**config.mk**
```make
export PLATFORM = sky130hd
export DESIGN_NAME = pi_integrator_antiwindup_core
export DESIGN_NICKNAME = d
export VERILOG_FILES = /design/src/hdl/pia_pkg.sv /design/src/hdl/pia_cfg_regs.sv /design/src/hdl/pia_divider.sv /design/src/hdl/pi_integrator_antiwindup_core.sv
export SDC_FILE = /design/constraint.sdc
export NUM_CORES = 2
export LEC_CHECK = 0
export BUFFER_PORTS_ARGS = -buffer_cell sky130_fd_sc_hd__buf_2
export CAP_MARGIN = 10
export CELL_PAD_IN_SITES_DETAIL_PLACEMENT = 0
export CELL_PAD_IN_SITES_GLOBAL_PLACEMENT = 1
export CORE_ASPECT_RATIO = 0.9
export CORE_MARGIN = 3
export CORE_UTILIZATION = 50
export CTS_BUF_LIST = sky130_fd_sc_hd__clkbuf_16
export DETAILED_ROUTE_END_ITERATION = 16
export HOLD_SLACK_MARGIN = 0.1
export PLACE_DENSITY = 0.89
export SYNTH_ARGS = -nofsm -noshare
export SYNTH_HDL_FRONTEND = slang
export SYNTH_SLANG_ARGS = --single-unit
```
**constraint.sdc**
```tcl
create_clock -name aclk -period 11.05 [get_ports aclk]
set_input_delay 3.315 -clock aclk [delete_from_list [all_inputs] [get_ports aclk]]
set_output_delay 3.315 -clock aclk [all_outputs]
set_load 0.02 [all_outputs]
```
**src/hdl/pia_pkg.sv**
```systemverilog
package pia_pkg;

    // Field widths
    localparam int MEAS_W     = 16;
    localparam int GAIN_W     = 15;
    localparam int ERR_W      = MEAS_W + 1;
    localparam int TERM_W     = 17;

    // Configuration port
    localparam int CFG_ADDR_W = 3;
    localparam int CFG_DATA_W = 16;

    // Shared divider: the quotient of either division fits QUOT_W bits
    localparam int DIVIDEND_W = 36;
    localparam int DIVISOR_W  = 19;
    localparam int QUOT_W     = 24;

    // Register indexes
    localparam logic [CFG_ADDR_W-1:0] CFG_SETPOINT      = 3'd0;
    localparam logic [CFG_ADDR_W-1:0] CFG_BAND_UPPER    = 3'd1;
    localparam logic [CFG_ADDR_W-1:0] CFG_BAND_LOWER    = 3'd2;
    localparam logic [CFG_ADDR_W-1:0] CFG_INTEGRAL_GAIN = 3'd3;
    localparam logic [CFG_ADDR_W-1:0] CFG_SAMPLE_PERIOD = 3'd4;

    localparam logic [GAIN_W-1:0]    PERIOD_RESET = 15'd1000;
    localparam logic [DIVISOR_W-1:0] STEP_DIVISOR = 19'd100;

    typedef struct packed {
        logic signed [MEAS_W-1:0] setpoint;
        logic signed [MEAS_W-1:0] band_upper;
        logic signed [MEAS_W-1:0] band_lower;
        logic [GAIN_W-1:0]        integral_gain;
        logic [GAIN_W-1:0]        sample_period;
    } cfg_t;

endpackage

```
**src/hdl/pia_cfg_regs.sv**
```systemverilog
module pia_cfg_regs import pia_pkg::*; (
    input  logic                  aclk,
    input  logic                  aresetn,
    input  logic                  cfg_wr_en,
    input  logic [CFG_ADDR_W-1:0] cfg_addr,
    input  logic [CFG_DATA_W-1:0] cfg_wdata,
    output cfg_t                  cfg
);

    cfg_t cfg_reg, cfg_next;

    // Decode the write; drop writes beyond the register list
    always_comb begin
        cfg_next = cfg_reg;
        if (cfg_wr_en) begin
            case (cfg_addr)
                CFG_SETPOINT:      cfg_next.setpoint      = $signed(cfg_wdata[MEAS_W-1:0]);
                CFG_BAND_UPPER:    cfg_next.band_upper    = $signed(cfg_wdata[MEAS_W-1:0]);
                CFG_BAND_LOWER:    cfg_next.band_lower    = $signed(cfg_wdata[MEAS_W-1:0]);
                CFG_INTEGRAL_GAIN: cfg_next.integral_gain = cfg_wdata[GAIN_W-1:0];
                CFG_SAMPLE_PERIOD: cfg_next.sample_period = cfg_wdata[GAIN_W-1:0];
                default:           cfg_next = cfg_reg;
            endcase
        end
    end

    always_ff @(posedge aclk) begin
        if (!aresetn) begin
            cfg_reg.setpoint      <= '0;
            cfg_reg.band_upper    <= '0;
            cfg_reg.band_lower    <= '0;
            cfg_reg.integral_gain <= '0;
            cfg_reg.sample_period <= PERIOD_RESET;
        end else begin
            cfg_reg <= cfg_next;
        end
    end

    assign cfg = cfg_reg;

endmodule

```
**src/hdl/pia_divider.sv**
```systemverilog
module pia_divider import pia_pkg::*; (
    input  logic                  aclk,
    input  logic                  aresetn,
    input  logic                  start,
    input  logic [DIVIDEND_W-1:0] dividend,
    input  logic [DIVISOR_W-1:0]  divisor,
    output logic                  done,
    output logic [QUOT_W-1:0]     quotient
);

    localparam int SHIFT_W = DIVISOR_W + QUOT_W - 1;
    localparam int CNT_W   = $clog2(QUOT_W);
    localparam logic [CNT_W-1:0] LAST_STEP = CNT_W'(QUOT_W - 1);

    logic                  busy_reg, busy_next;
    logic                  done_reg, done_next;
    logic [CNT_W-1:0]      cnt_reg, cnt_next;
    logic [DIVIDEND_W-1:0] rem_reg, rem_next;
    logic [SHIFT_W-1:0]    dsh_reg, dsh_next;
    logic [QUOT_W-1:0]     quo_reg, quo_next;
    logic [SHIFT_W-1:0]    rem_ext;
    logic [SHIFT_W-1:0]    diff;
    logic                  fits;

    // One restoring step: compare against the shifted divisor, subtract if it fits
    assign rem_ext = SHIFT_W'(rem_reg);
    assign fits    = rem_ext >= dsh_reg;
    assign diff    = rem_ext - dsh_reg;

    always_comb begin
        busy_next = busy_reg;
        done_next = 1'b0;
        cnt_next  = cnt_reg;
        rem_next  = rem_reg;
        dsh_next  = dsh_reg;
        quo_next  = quo_reg;
        if (start) begin
            // Load operands, divisor aligned to the top quotient bit
            busy_next = 1'b1;
            cnt_next  = LAST_STEP;
            rem_next  = dividend;
            dsh_next  = {divisor, {(QUOT_W-1){1'b0}}};
            quo_next  = '0;
        end else if (busy_reg) begin
            // Advance one quotient bit
            if (fits) begin
                rem_next = diff[DIVIDEND_W-1:0];
            end
            quo_next = {quo_reg[QUOT_W-2:0], fits};
            dsh_next = dsh_reg >> 1;
            if (cnt_reg == '0) begin
                busy_next = 1'b0;
                done_next = 1'b1;
            end else begin
                cnt_next = cnt_reg - 1'b1;
            end
        end
    end

    always_ff @(posedge aclk) begin
        if (!aresetn) begin
            busy_reg <= 1'b0;
            done_reg <= 1'b0;
            cnt_reg  <= '0;
        end else begin
            busy_reg <= busy_next;
            done_reg <= done_next;
            cnt_reg  <= cnt_next;
        end
        rem_reg <= rem_next;
        dsh_reg <= dsh_next;
        quo_reg <= quo_next;
    end

    assign done     = done_reg;
    assign quotient = quo_reg;

endmodule

```
**src/hdl/pi_integrator_antiwindup_core.sv**
```systemverilog
// When integrating, two 24-step passes through the shared restoring divider give the
//   step and then the term, with the upper clamp, or if it does not fire the lower one,
//   between them; zero gain or an out-of-band error clears the accumulator instead.
// No new item is taken until the result moves to the output register, freed by m_ready.
// Reset (aresetn, synchronous, active low): accumulator cleared, registers at
//   their defaults (sample period 1000), no result pending.
module pi_integrator_antiwindup_core import pia_pkg::*; (
    input  logic                     aclk,
    input  logic                     aresetn,
    input  logic                     cfg_wr_en,
    input  logic [CFG_ADDR_W-1:0]    cfg_addr,
    input  logic [CFG_DATA_W-1:0]    cfg_wdata,
    input  logic                     s_valid,
    output logic                     s_ready,
    input  logic signed [MEAS_W-1:0] s_measured_value,
    output logic                     m_valid,
    input  logic                     m_ready,
    output logic signed [TERM_W-1:0] m_integral_term,
    output logic                     m_in_band
);

    // Accumulator stays below 2^35 in magnitude, even before the clamp
    localparam int ACC_W  = 37;
    localparam int MULA_W = ERR_W + 1;
    localparam int PROD_W = MULA_W + GAIN_W + 1;
    localparam int QS_W   = QUOT_W + 1;
    localparam logic signed [ACC_W-1:0] SCALE_STEP = ACC_W'(10);

    typedef enum logic [3:0] {
        S_IDLE,
        S_CHECK,
        S_DIV_STEP,
        S_WAIT_STEP,
        S_MUL_UPPER,
        S_CLAMP_UPPER,
        S_MUL_LOWER,
        S_CLAMP_LOWER,
        S_DIV_TERM,
        S_WAIT_TERM,
        S_DONE
    } state_t;

    cfg_t cfg;

    state_t                   state_reg, state_next;
    logic signed [ERR_W-1:0]  err_reg, err_next;
    logic signed [PROD_W-1:0] prod_reg, prod_next;
    logic signed [ACC_W-1:0]  acc_reg, acc_next;
    logic                     neg_reg, neg_next;
    logic [TERM_W-1:0]        term_reg, term_next;
    logic                     band_reg, band_next;
    logic                     m_valid_reg, m_valid_next;
    logic [TERM_W-1:0]        m_term_reg, m_term_next;
    logic                     m_band_reg, m_band_next;

    logic signed [ERR_W-1:0]  sp_ext, meas_ext, bu_ext, bl_ext;
    logic signed [MULA_W-1:0] err_wide, bu_wide, bl_wide;
    logic signed [MULA_W-1:0] mult_a;
    logic [GAIN_W-1:0]        mult_b;
    logic signed [PROD_W-1:0] mult_out;
    logic                     in_band_chk;
    logic signed [ACC_W-1:0]  lim_ext, lim10, thr;
    logic                     over_upper, under_lower;
    logic [PROD_W-1:0]        prod_abs;
    logic [ACC_W-1:0]         acc_abs;
    logic [DIVISOR_W-1:0]     gain_ext, gain10;
    logic                     div_start, div_done;
    logic [DIVIDEND_W-1:0]    div_dividend;
    logic [DIVISOR_W-1:0]     div_divisor;
    logic [QUOT_W-1:0]        div_quot;
    logic signed [QS_W-1:0]   quot_signed;

    pia_cfg_regs u_cfg (
        .aclk      (aclk),
        .aresetn   (aresetn),
        .cfg_wr_en (cfg_wr_en),
        .cfg_addr  (cfg_addr),
        .cfg_wdata (cfg_wdata),
        .cfg       (cfg)
    );

    pia_divider u_div (
        .aclk     (aclk),
        .aresetn  (aresetn),
        .start    (div_start),
        .dividend (div_dividend),
        .divisor  (div_divisor),
        .done     (div_done),
        .quotient (div_quot)
    );

    // Sign-extended operands
    assign sp_ext   = {cfg.setpoint[MEAS_W-1], cfg.setpoint};
    assign meas_ext = {s_measured_value[MEAS_W-1], s_measured_value};
    assign bu_ext   = {cfg.band_upper[MEAS_W-1], cfg.band_upper};
    assign bl_ext   = {cfg.band_lower[MEAS_W-1], cfg.band_lower};
    assign err_wide = {err_reg[ERR_W-1], err_reg};
    assign bu_wide  = {bu_ext[ERR_W-1], bu_ext};
    assign bl_wide  = {bl_ext[ERR_W-1], bl_ext};

    assign in_band_chk = (cfg.integral_gain != '0) && (err_reg >= bl_ext) && (err_reg <= bu_ext);

    // Shared multiplier: error times period, then gain times band distance
    always_comb begin
        case (state_reg)
            S_MUL_UPPER: begin
                mult_a = bu_wide - err_wide;
                mult_b = cfg.integral_gain;
            end
            S_MUL_LOWER: begin
                mult_a = bl_wide - err_wide;
                mult_b = cfg.integral_gain;
            end
            default: begin
                mult_a = err_wide;
                mult_b = cfg.sample_period;
            end
        endcase
    end

    assign mult_out = mult_a * $signed({1'b0, mult_b});

    // Clamp threshold: trunc(acc/10) > lim <=> acc >= 10*lim + 10 (lim >= 0),
    // trunc(acc/10) < lim <=> acc <= 10*lim - 10 (lim <= 0)
    assign lim_ext     = {{(ACC_W-PROD_W){prod_reg[PROD_W-1]}}, prod_reg};
    assign lim10       = (lim_ext <<< 3) + (lim_ext <<< 1);
    assign thr         = (state_reg == S_CLAMP_UPPER) ? lim10 + SCALE_STEP : lim10 - SCALE_STEP;
    assign over_upper  = acc_reg >= thr;
    assign under_lower = acc_reg <= thr;

    // Divider operands as magnitudes; sign is restored afterwards
    assign prod_abs  = prod_reg[PROD_W-1] ? PROD_W'(-prod_reg) : PROD_W'(prod_reg);
    assign acc_abs   = acc_reg[ACC_W-1] ? ACC_W'(-acc_reg) : ACC_W'(acc_reg);
    assign gain_ext  = DIVISOR_W'(cfg.integral_gain);
    assign gain10    = (gain_ext << 3) + (gain_ext << 1);
    assign div_start = (state_reg == S_DIV_STEP) || (state_reg == S_DIV_TERM);

    always_comb begin
        if (state_reg == S_DIV_TERM) begin
            div_dividend = acc_abs[DIVIDEND_W-1:0];
            div_divisor  = gain10;
        end else begin
            div_dividend = {{(DIVIDEND_W-PROD_W){1'b0}}, prod_abs};
            div_divisor  = STEP_DIVISOR;
        end
    end

    assign quot_signed = neg_reg ? -$signed({1'b0, div_quot}) : $signed({1'b0, div_quot});

    // Sequencer
    always_comb begin
        state_next   = state_reg;
        err_next     = err_reg;
        prod_next    = prod_reg;
        acc_next     = acc_reg;
        neg_next     = neg_reg;
        term_next    = term_reg;
        band_next    = band_reg;
        m_valid_next = m_valid_reg;
        m_term_next  = m_term_reg;
        m_band_next  = m_band_reg;

        // Drop the result once it has been transferred
        if (m_valid_reg && m_ready) begin
            m_valid_next = 1'b0;
        end

        case (state_reg)
            S_IDLE: begin
                if (s_valid) begin
                    err_next   = sp_ext - meas_ext;
                    state_next = S_CHECK;
                end
            end
            S_CHECK: begin
                if (in_band_chk) begin
                    prod_next  = mult_out;
                    state_next = S_DIV_STEP;
                end else begin
                    acc_next   = '0;
                    term_next  = '0;
                    band_next  = 1'b0;
                    state_next = S_DONE;
                end
            end
            S_DIV_STEP: begin
                neg_next   = prod_reg[PROD_W-1];
                state_next = S_WAIT_STEP;
            end
            S_WAIT_STEP: begin
                if (div_done) begin
                    acc_next   = acc_reg + ACC_W'(quot_signed);
                    state_next = S_MUL_UPPER;
                end
            end
            S_MUL_UPPER: begin
                prod_next  = mult_out;
                state_next = S_CLAMP_UPPER;
            end
            S_CLAMP_UPPER: begin
                if (over_upper) begin
                    acc_next   = lim10;
                    state_next = S_DIV_TERM;
                end else begin
                    state_next = S_MUL_LOWER;
                end
            end
            S_MUL_LOWER: begin
                prod_next  = mult_out;
                state_next = S_CLAMP_LOWER;
            end
            S_CLAMP_LOWER: begin
                if (under_lower) begin
                    acc_next = lim10;
                end
                state_next = S_DIV_TERM;
            end
            S_DIV_TERM: begin
                neg_next   = acc_reg[ACC_W-1];
                state_next = S_WAIT_TERM;
            end
            S_WAIT_TERM: begin
                if (div_done) begin
                    term_next  = quot_signed[TERM_W-1:0];
                    band_next  = 1'b1;
                    state_next = S_DONE;
                end
            end
            S_DONE: begin
                // Hold until the output register is free
                if (!m_valid_reg || m_ready) begin
                    m_valid_next = 1'b1;
                    m_term_next  = term_reg;
                    m_band_next  = band_reg;
                    state_next   = S_IDLE;
                end
            end
            default: state_next = S_IDLE;
        endcase
    end

    always_ff @(posedge aclk) begin
        if (!aresetn) begin
            state_reg   <= S_IDLE;
            acc_reg     <= '0;
            m_valid_reg <= 1'b0;
        end else begin
            state_reg   <= state_next;
            acc_reg     <= acc_next;
            m_valid_reg <= m_valid_next;
        end
        err_reg    <= err_next;
        prod_reg   <= prod_next;
        neg_reg    <= neg_next;
        term_reg   <= term_next;
        band_reg   <= band_next;
        m_term_reg <= m_term_next;
        m_band_reg <= m_band_next;
    end

    assign s_ready         = (state_reg == S_IDLE);
    assign m_valid         = m_valid_reg;
    assign m_integral_term = $signed(m_term_reg);
    assign m_in_band       = m_band_reg;

endmodule
```
# Word level (Yosys, flattened, before mapping)
# Cells that the tools add are included.
totals:
  in_bits: 40
  regBits: 317
op_classes:
  multipliers: 1
  reduce_logical: 33
  n_lt_le_gt_ge: 5
  bitwise_logic: 3
  eq_ne: 23
  muxes: 44
  add_sub_neg: 13
ops:
  columns: ["op", "n"]
  rows:
  - ["2-to-1 mux 37 bit", 5]
  - ["2-to-1 mux 36 bit", 5]
  - ["case mux 37 bit (4 select lines)", 1]
  - ["2-to-1 mux 42 bit", 2]
  - ["2-to-1 mux 34 bit", 2]
  - ["case mux 34 bit (2 select lines)", 1]
  - ["case mux 4 bit (11 select lines)", 1]
  - ["greater-or-equal comparator 36 x 42 -> 1 bit", 1]
  - ["adder 37 x 25 -> 37 bit", 1]
  - ["adder 37 x 35 -> 37 bit", 1]
  - ["adder 37 x 5 -> 37 bit (second input constant)", 1]
  - ["greater-or-equal comparator 37 bit", 1]
  - ["<= comparator 37 bit", 1]
  - ["subtractor 37 x 5 -> 37 bit (second input constant)", 1]
  - ["negation 36 bit", 1]
  - ["case mux 18 bit (2 select lines)", 1]
  - ["subtractor 16 x 17 -> 18 bit", 2]
  - ["subtractor 36 bit", 1]
  - ["multiplier 18 x 16 -> 34 bit", 1]
  - ["2-to-1 mux 17 bit", 2]
  - ["negation 34 bit", 1]
  - ["case mux 17 bit (2 select lines)", 1]
  - ["2-to-1 mux 25 bit", 1]
  - ["negation 24 -> 25 bit", 1]
  - ["other kinds (36)", 86]

# Longest topological paths before layout
depth:
  depth_word: 6
  ltp_mapped: 38

# Hierarchy
# Synthesis repeated with hierarchy kept, for this count alone.
hier_totals:
  hier_cells: 4154
  area_unflattened_um2: 35660.5
by_module_without_submodules:
  columns: ["module", "cells_per_inst", "n_inst", "area_per_inst_um2"]
  rows:
  - ["pi_integrator_antiwindup_core", 3160, 1, 26273.9]
  - ["pia_divider", 713, 1, 6448.7]
  - ["pia_cfg_regs", 281, 1, 2937.8]

# Worst setup path after synthesis
# No wires, ideal clock.
synth_timing:
  path_kind: "reg-to-reg"
  startpoint: "register err_reg[1]"
  endpoint: "register prod_reg[29], data pin"
  stages_incl_launch_ff: 35
  t_required_ns: 10.792
  setup_slack_ns: 2.542
  period_less_slack_ns: 8.508
  t_arrival_ns: 8.251
  path_cell_list: "edfxtp_1 > inv_1 > ha_1 > nor2b_1 > o21ai_1 > a21boi_1 > or4b_1 > nand3_1 > a21oi_1 > o21ai_1 > mux2_2 > o221ai_1 > clkbuf_1 > nor2_1 > fa_1 > inv_1 > fa_1 > inv_1 > fa_1 > fa_1 > fa_1 > inv_1 > fa_1 > inv_1 > ha_1 > and3_1 > a221oi_1 > o2111ai_1 > a211oi_1 > nor2_1 > a31oi_1 > o21a_1 > o21ai_0 > a21oi_1 > xnor2_1"
synth_between:
  elab_chain_len: 5
synth_rtl:
  columns: ["item", "line", "rtl"]
  rows:
  - ["start, declared", "pi_integrator_antiwindup_core.sv:46", "logic signed [ERR_W-1:0] err_reg, err_next;"]
  - ["start signal, assigned", "pi_integrator_antiwindup_core.sv:252", "err_reg <= err_next;"]
  - ["subtractor 16 x 17 -> 18 bit (on tied branches)", "pi_integrator_antiwindup_core.sv:111, pi_integrator_antiwindup_core.sv:107", null]
  - ["case mux 18 bit (2 select lines) *", "pi_integrator_antiwindup_core.sv:105", "case (state_reg)"]
  - ["multiplier 18 x 16 -> 34 bit *", "pi_integrator_antiwindup_core.sv:121", "assign mult_out = mult_a * $signed({1'b0, mult_b});"]
  - ["named net mult_out[29]", "pi_integrator_antiwindup_core.sv:60", "logic signed [PROD_W-1:0] mult_out;"]
  - ["2-to-1 mux 34 bit", "pi_integrator_antiwindup_core.sv:176", "if (in_band_chk) begin"]
  - ["case mux 34 bit (2 select lines) *", "pi_integrator_antiwindup_core.sv:168", "case (state_reg)"]
  - ["end signal, assigned", "pi_integrator_antiwindup_core.sv:253", "prod_reg <= prod_next;"]
  - ["end, declared", "pi_integrator_antiwindup_core.sv:47", "logic signed [PROD_W-1:0] prod_reg, prod_next;"]
# Mark *: on every way through the listed nets, which the timed path passes. The rest lies on a longest branch. The select of a mux whose other input is x is not followed.
# A chain may end at the register's enable or synchronous reset.

# Worst setup path after layout
# Same ends and word-level chain as after synthesis.

==> summary.md <==
| Metric | Value |
|---|---|
| P&R area growth vs syn | 7.525% |
| Number of synthesized flops with an enable pin | approximately 140 |
| Via density per instance | between 5 and 6 |
| Max Slew Vio Count | 0 |
| Netlist Area Pre-Place | about 0.035 mm² |
| Number of distinct library cells after synthesis | 90 |
| Clock tree buffer depth | 3 |
| Critical Path Sink Type | flop |
| TritonRoute pass-1 iters | 6 |
| Post-Route Setup TNS | 0 ns |
| Final net count | approximately 4,800 |
| Arr. time, crit path | between 9 and 10 ns |
| Top FF cell, synth | dfxtp_1 |
| Count of buffers added by post-CTS timing repair for setup | 0 |
| WP data required | 11.36 ns |
| Number of resized instances in the post-cts repair step | 0 |
| Most instantiated library cell after synthesis | nand2_1 |
| Outcome | finished clean |
| Count of synthesis-stage warnings from yosys | 0 |
| Antenna violations before repair | 0 |
| Most used standard cells in the synthesized netlist | nand2_1, inv_1, nor2_1 |
| Worst-path clk slew | about 0.06 ns |
| TritonCTS clock tree | built |
| Transition time at the pin with the least slew margin | 1.253 ns |
| Die Wd | between 200 and 300 µm |
| Total track usage | a little over a quarter |
| Critical Path Max Stage Delay | about 1 ns |
| Latest clock arrival within the worst-skew pair | 0.57 ns |
| Core area | just under 0.07 mm² |
| Async set or reset register ratio after synthesis | 0% |
| Area share of the largest cell type after synthesis | 15.69% |
| Kind of critical path | flop to flop |
| Maximum fanout along the worst path | 6 |
| Clock Sinks | ~320 |
| I/O pin cnt | 60 |
| Startpoint Class | flop |
| Largest net degree at the start of global routing | 78 |
| Sequential element share of the synthesized area | between 20% and 30% |
| Cell family with most CP delay | adder cells |
| Final setup violation count | 0 |
| Drt total wl | ~96,000 µm |
| Gate count of the mapped netlist | 4,142 |
| Synthesized area per cell | between 8 and 9 µm² |
| Global-route wire length before repair | 155,700 µm |
| Fill cell count | around 6,500 |
| RSZ-0062 raised after global routing | false |
| Max-cap violations | 0 |
| GR met2 Demand/Resource | about 43% |
| Number of flip-flops in the largest register | 78 |
| Residual DRC count | 0 |
| WP buf/inv | 5 |
| Clock skew | 0.02639 ns |
| Area leader, netlist | fa_1 |
| Number of levels the H-tree was split into | 2 |
| Global Route met3 Usage | under 10% |
| 1st-iter DRT viols | approximately 2,300 |
| Via count of the first global-routing pass | 28,730 |
| Number of synthesized register bits | about 320 |
| Minimum clock period | 9.632 ns |
| CTS root buffer | clkbuf_16 |
| Total vias in the final route | roughly 30,000 |
| RePlAce Congestion | around 0.95 |
| Antenna viol nets, final | 0 |
| Busiest layer in global routing | met2 |
| Remaining Overflow, GRT | 0 |
| Post-route clock period utilization | just under 90% |
| Die Area | between 0.07 and 0.08 mm² |
| CTS Buf Count | 38 |
| Met1 Use GR | a little over a third |
| Effective utilization at floorplan | between 50% and 60% |
| Post-cts hold buffer count | 0 |
| Worst slew margin | approximately 16% |
| Post-Synthesis Net Count | 4,786 |
| Wire per inst | between 15 and 20 µm |
| Die height | about 260 µm |
| Final hold viol count | 0 |
| Achievable Freq | 103.8 MHz |
| Detailed placer's ending HPWL | approximately 75,000 µm |
| Cell types with the largest area share after synthesis | fa_1, edfxtp_1, ha_1 |
| Hold_ws | between 0.4 and 0.5 ns |
| Row Count | approximately 90 |
| Critical Path Slowest Stage Cell | a221oi_1 |
| Worst hold path type | flop to flop |
| Most used cell along the critical path | fa_1 |
| Count of antenna diodes in the layout | 0 |
| Buffers on Ports | 59 |
| Fraction of final layout cells sized beyond drive strength 1 | between 5 and 6% |
==> layer usage <==
layer / vias to the layer above / part of all wire (%)
met3: 181 / 5.1
met2: 812 / 46
met5: - / 0
li1: 14280 / -
met1: 14150 / 45
met4: 0 / 4.5
==> final timing paths <==
path | startpoint | to | slack [ns] | cells past startpoint
worst max-delay path | err_reg[1] | prod_reg[29] | 1.42 | 32
worst min-delay path | term_reg[9] | m_integral_term[9] | 0.42 | 0
worst max register to register | err_reg[1] | prod_reg[29] | 1.42 | 32
worst min register to register | term_reg[9] | m_integral_term[9] | 0.42 | 0
==> cells in the final DEF (no fill, tap or decap), types with 13 or more instances in the layout <==
cell,n
or2_2,17
buf_4,40
o21ai_1,16
o211ai_1,21
a21o_1,92
fa_1,274
o21ai_0,174
ha_1,330
or4_1,18
and2_1,31
nand3_1,58
a211o_1,15
a22oi_1,26
nor2b_1,37
o21bai_1,27
xnor2_1,189
a31oi_1,29
or3_1,35
clkbuf_16,38
o21a_1,28
buf_2,59
mux2i_1,68
nand2b_1,49
inv_1,461
dfxtp_1,173
nor2_1,374
o31ai_1,27
nand2_1,490
nor3_1,59
a211oi_1,60
nor4_1,14
o41ai_1,13
xor2_1,100
o22ai_1,14
and3_1,18
a21oi_1,338
nand4_1,24
edfxtp_1,143
==> cell type report <==
cell class	instances	area [µm²]	share of cell area, %
timing repair buffer	99	595.6	1.584
inverter	461	1732	4.605
clock buffer	38	950.9	2.529
tap	930	1164	3.095
multi-input combinational	3230	24990	66.47
sequential	317	7779	20.69
clock inverter	32	386.6	1.028
==> cell families (layout without fill, tap and decap cells) <==
group	after synthesis	after routing	share of synthesized area (%)
AOI/OAI and AO/OA	988	988	17.93
xor gates and xnor gates	289	289	7.238
adders and majority gates	607	607	27.58
buffers and inverters	595	630	6.401
DFF	317	317	22.24
muxes	72	72	2.072
and+or+nand+nor	1274	1274	16.54
==> metrics by stage <==
| step | area (µm²) | utilization, % | std cells | setup slack [ns] |
|---|---|---|---|---|
| finish | 37600 | 54.59 | 5107 | 1.418 |
| global route | 37600 | 54.59 | 5107 | 0.8479 |
| CTS | 37590 | 54.57 | 5106 | 1.524 |
| detailed placement | 36260 | 52.63 | 5036 | 1.636 |
| global placement | 36260 | 52.63 | 5036 | 1.967 |
| floorplan | 34970 | - | 4142 | 2.542 |
Power is left out: the tool's default activity adds up to more than one toggle a clock period on the data nets, which glitch-free logic cannot reach.
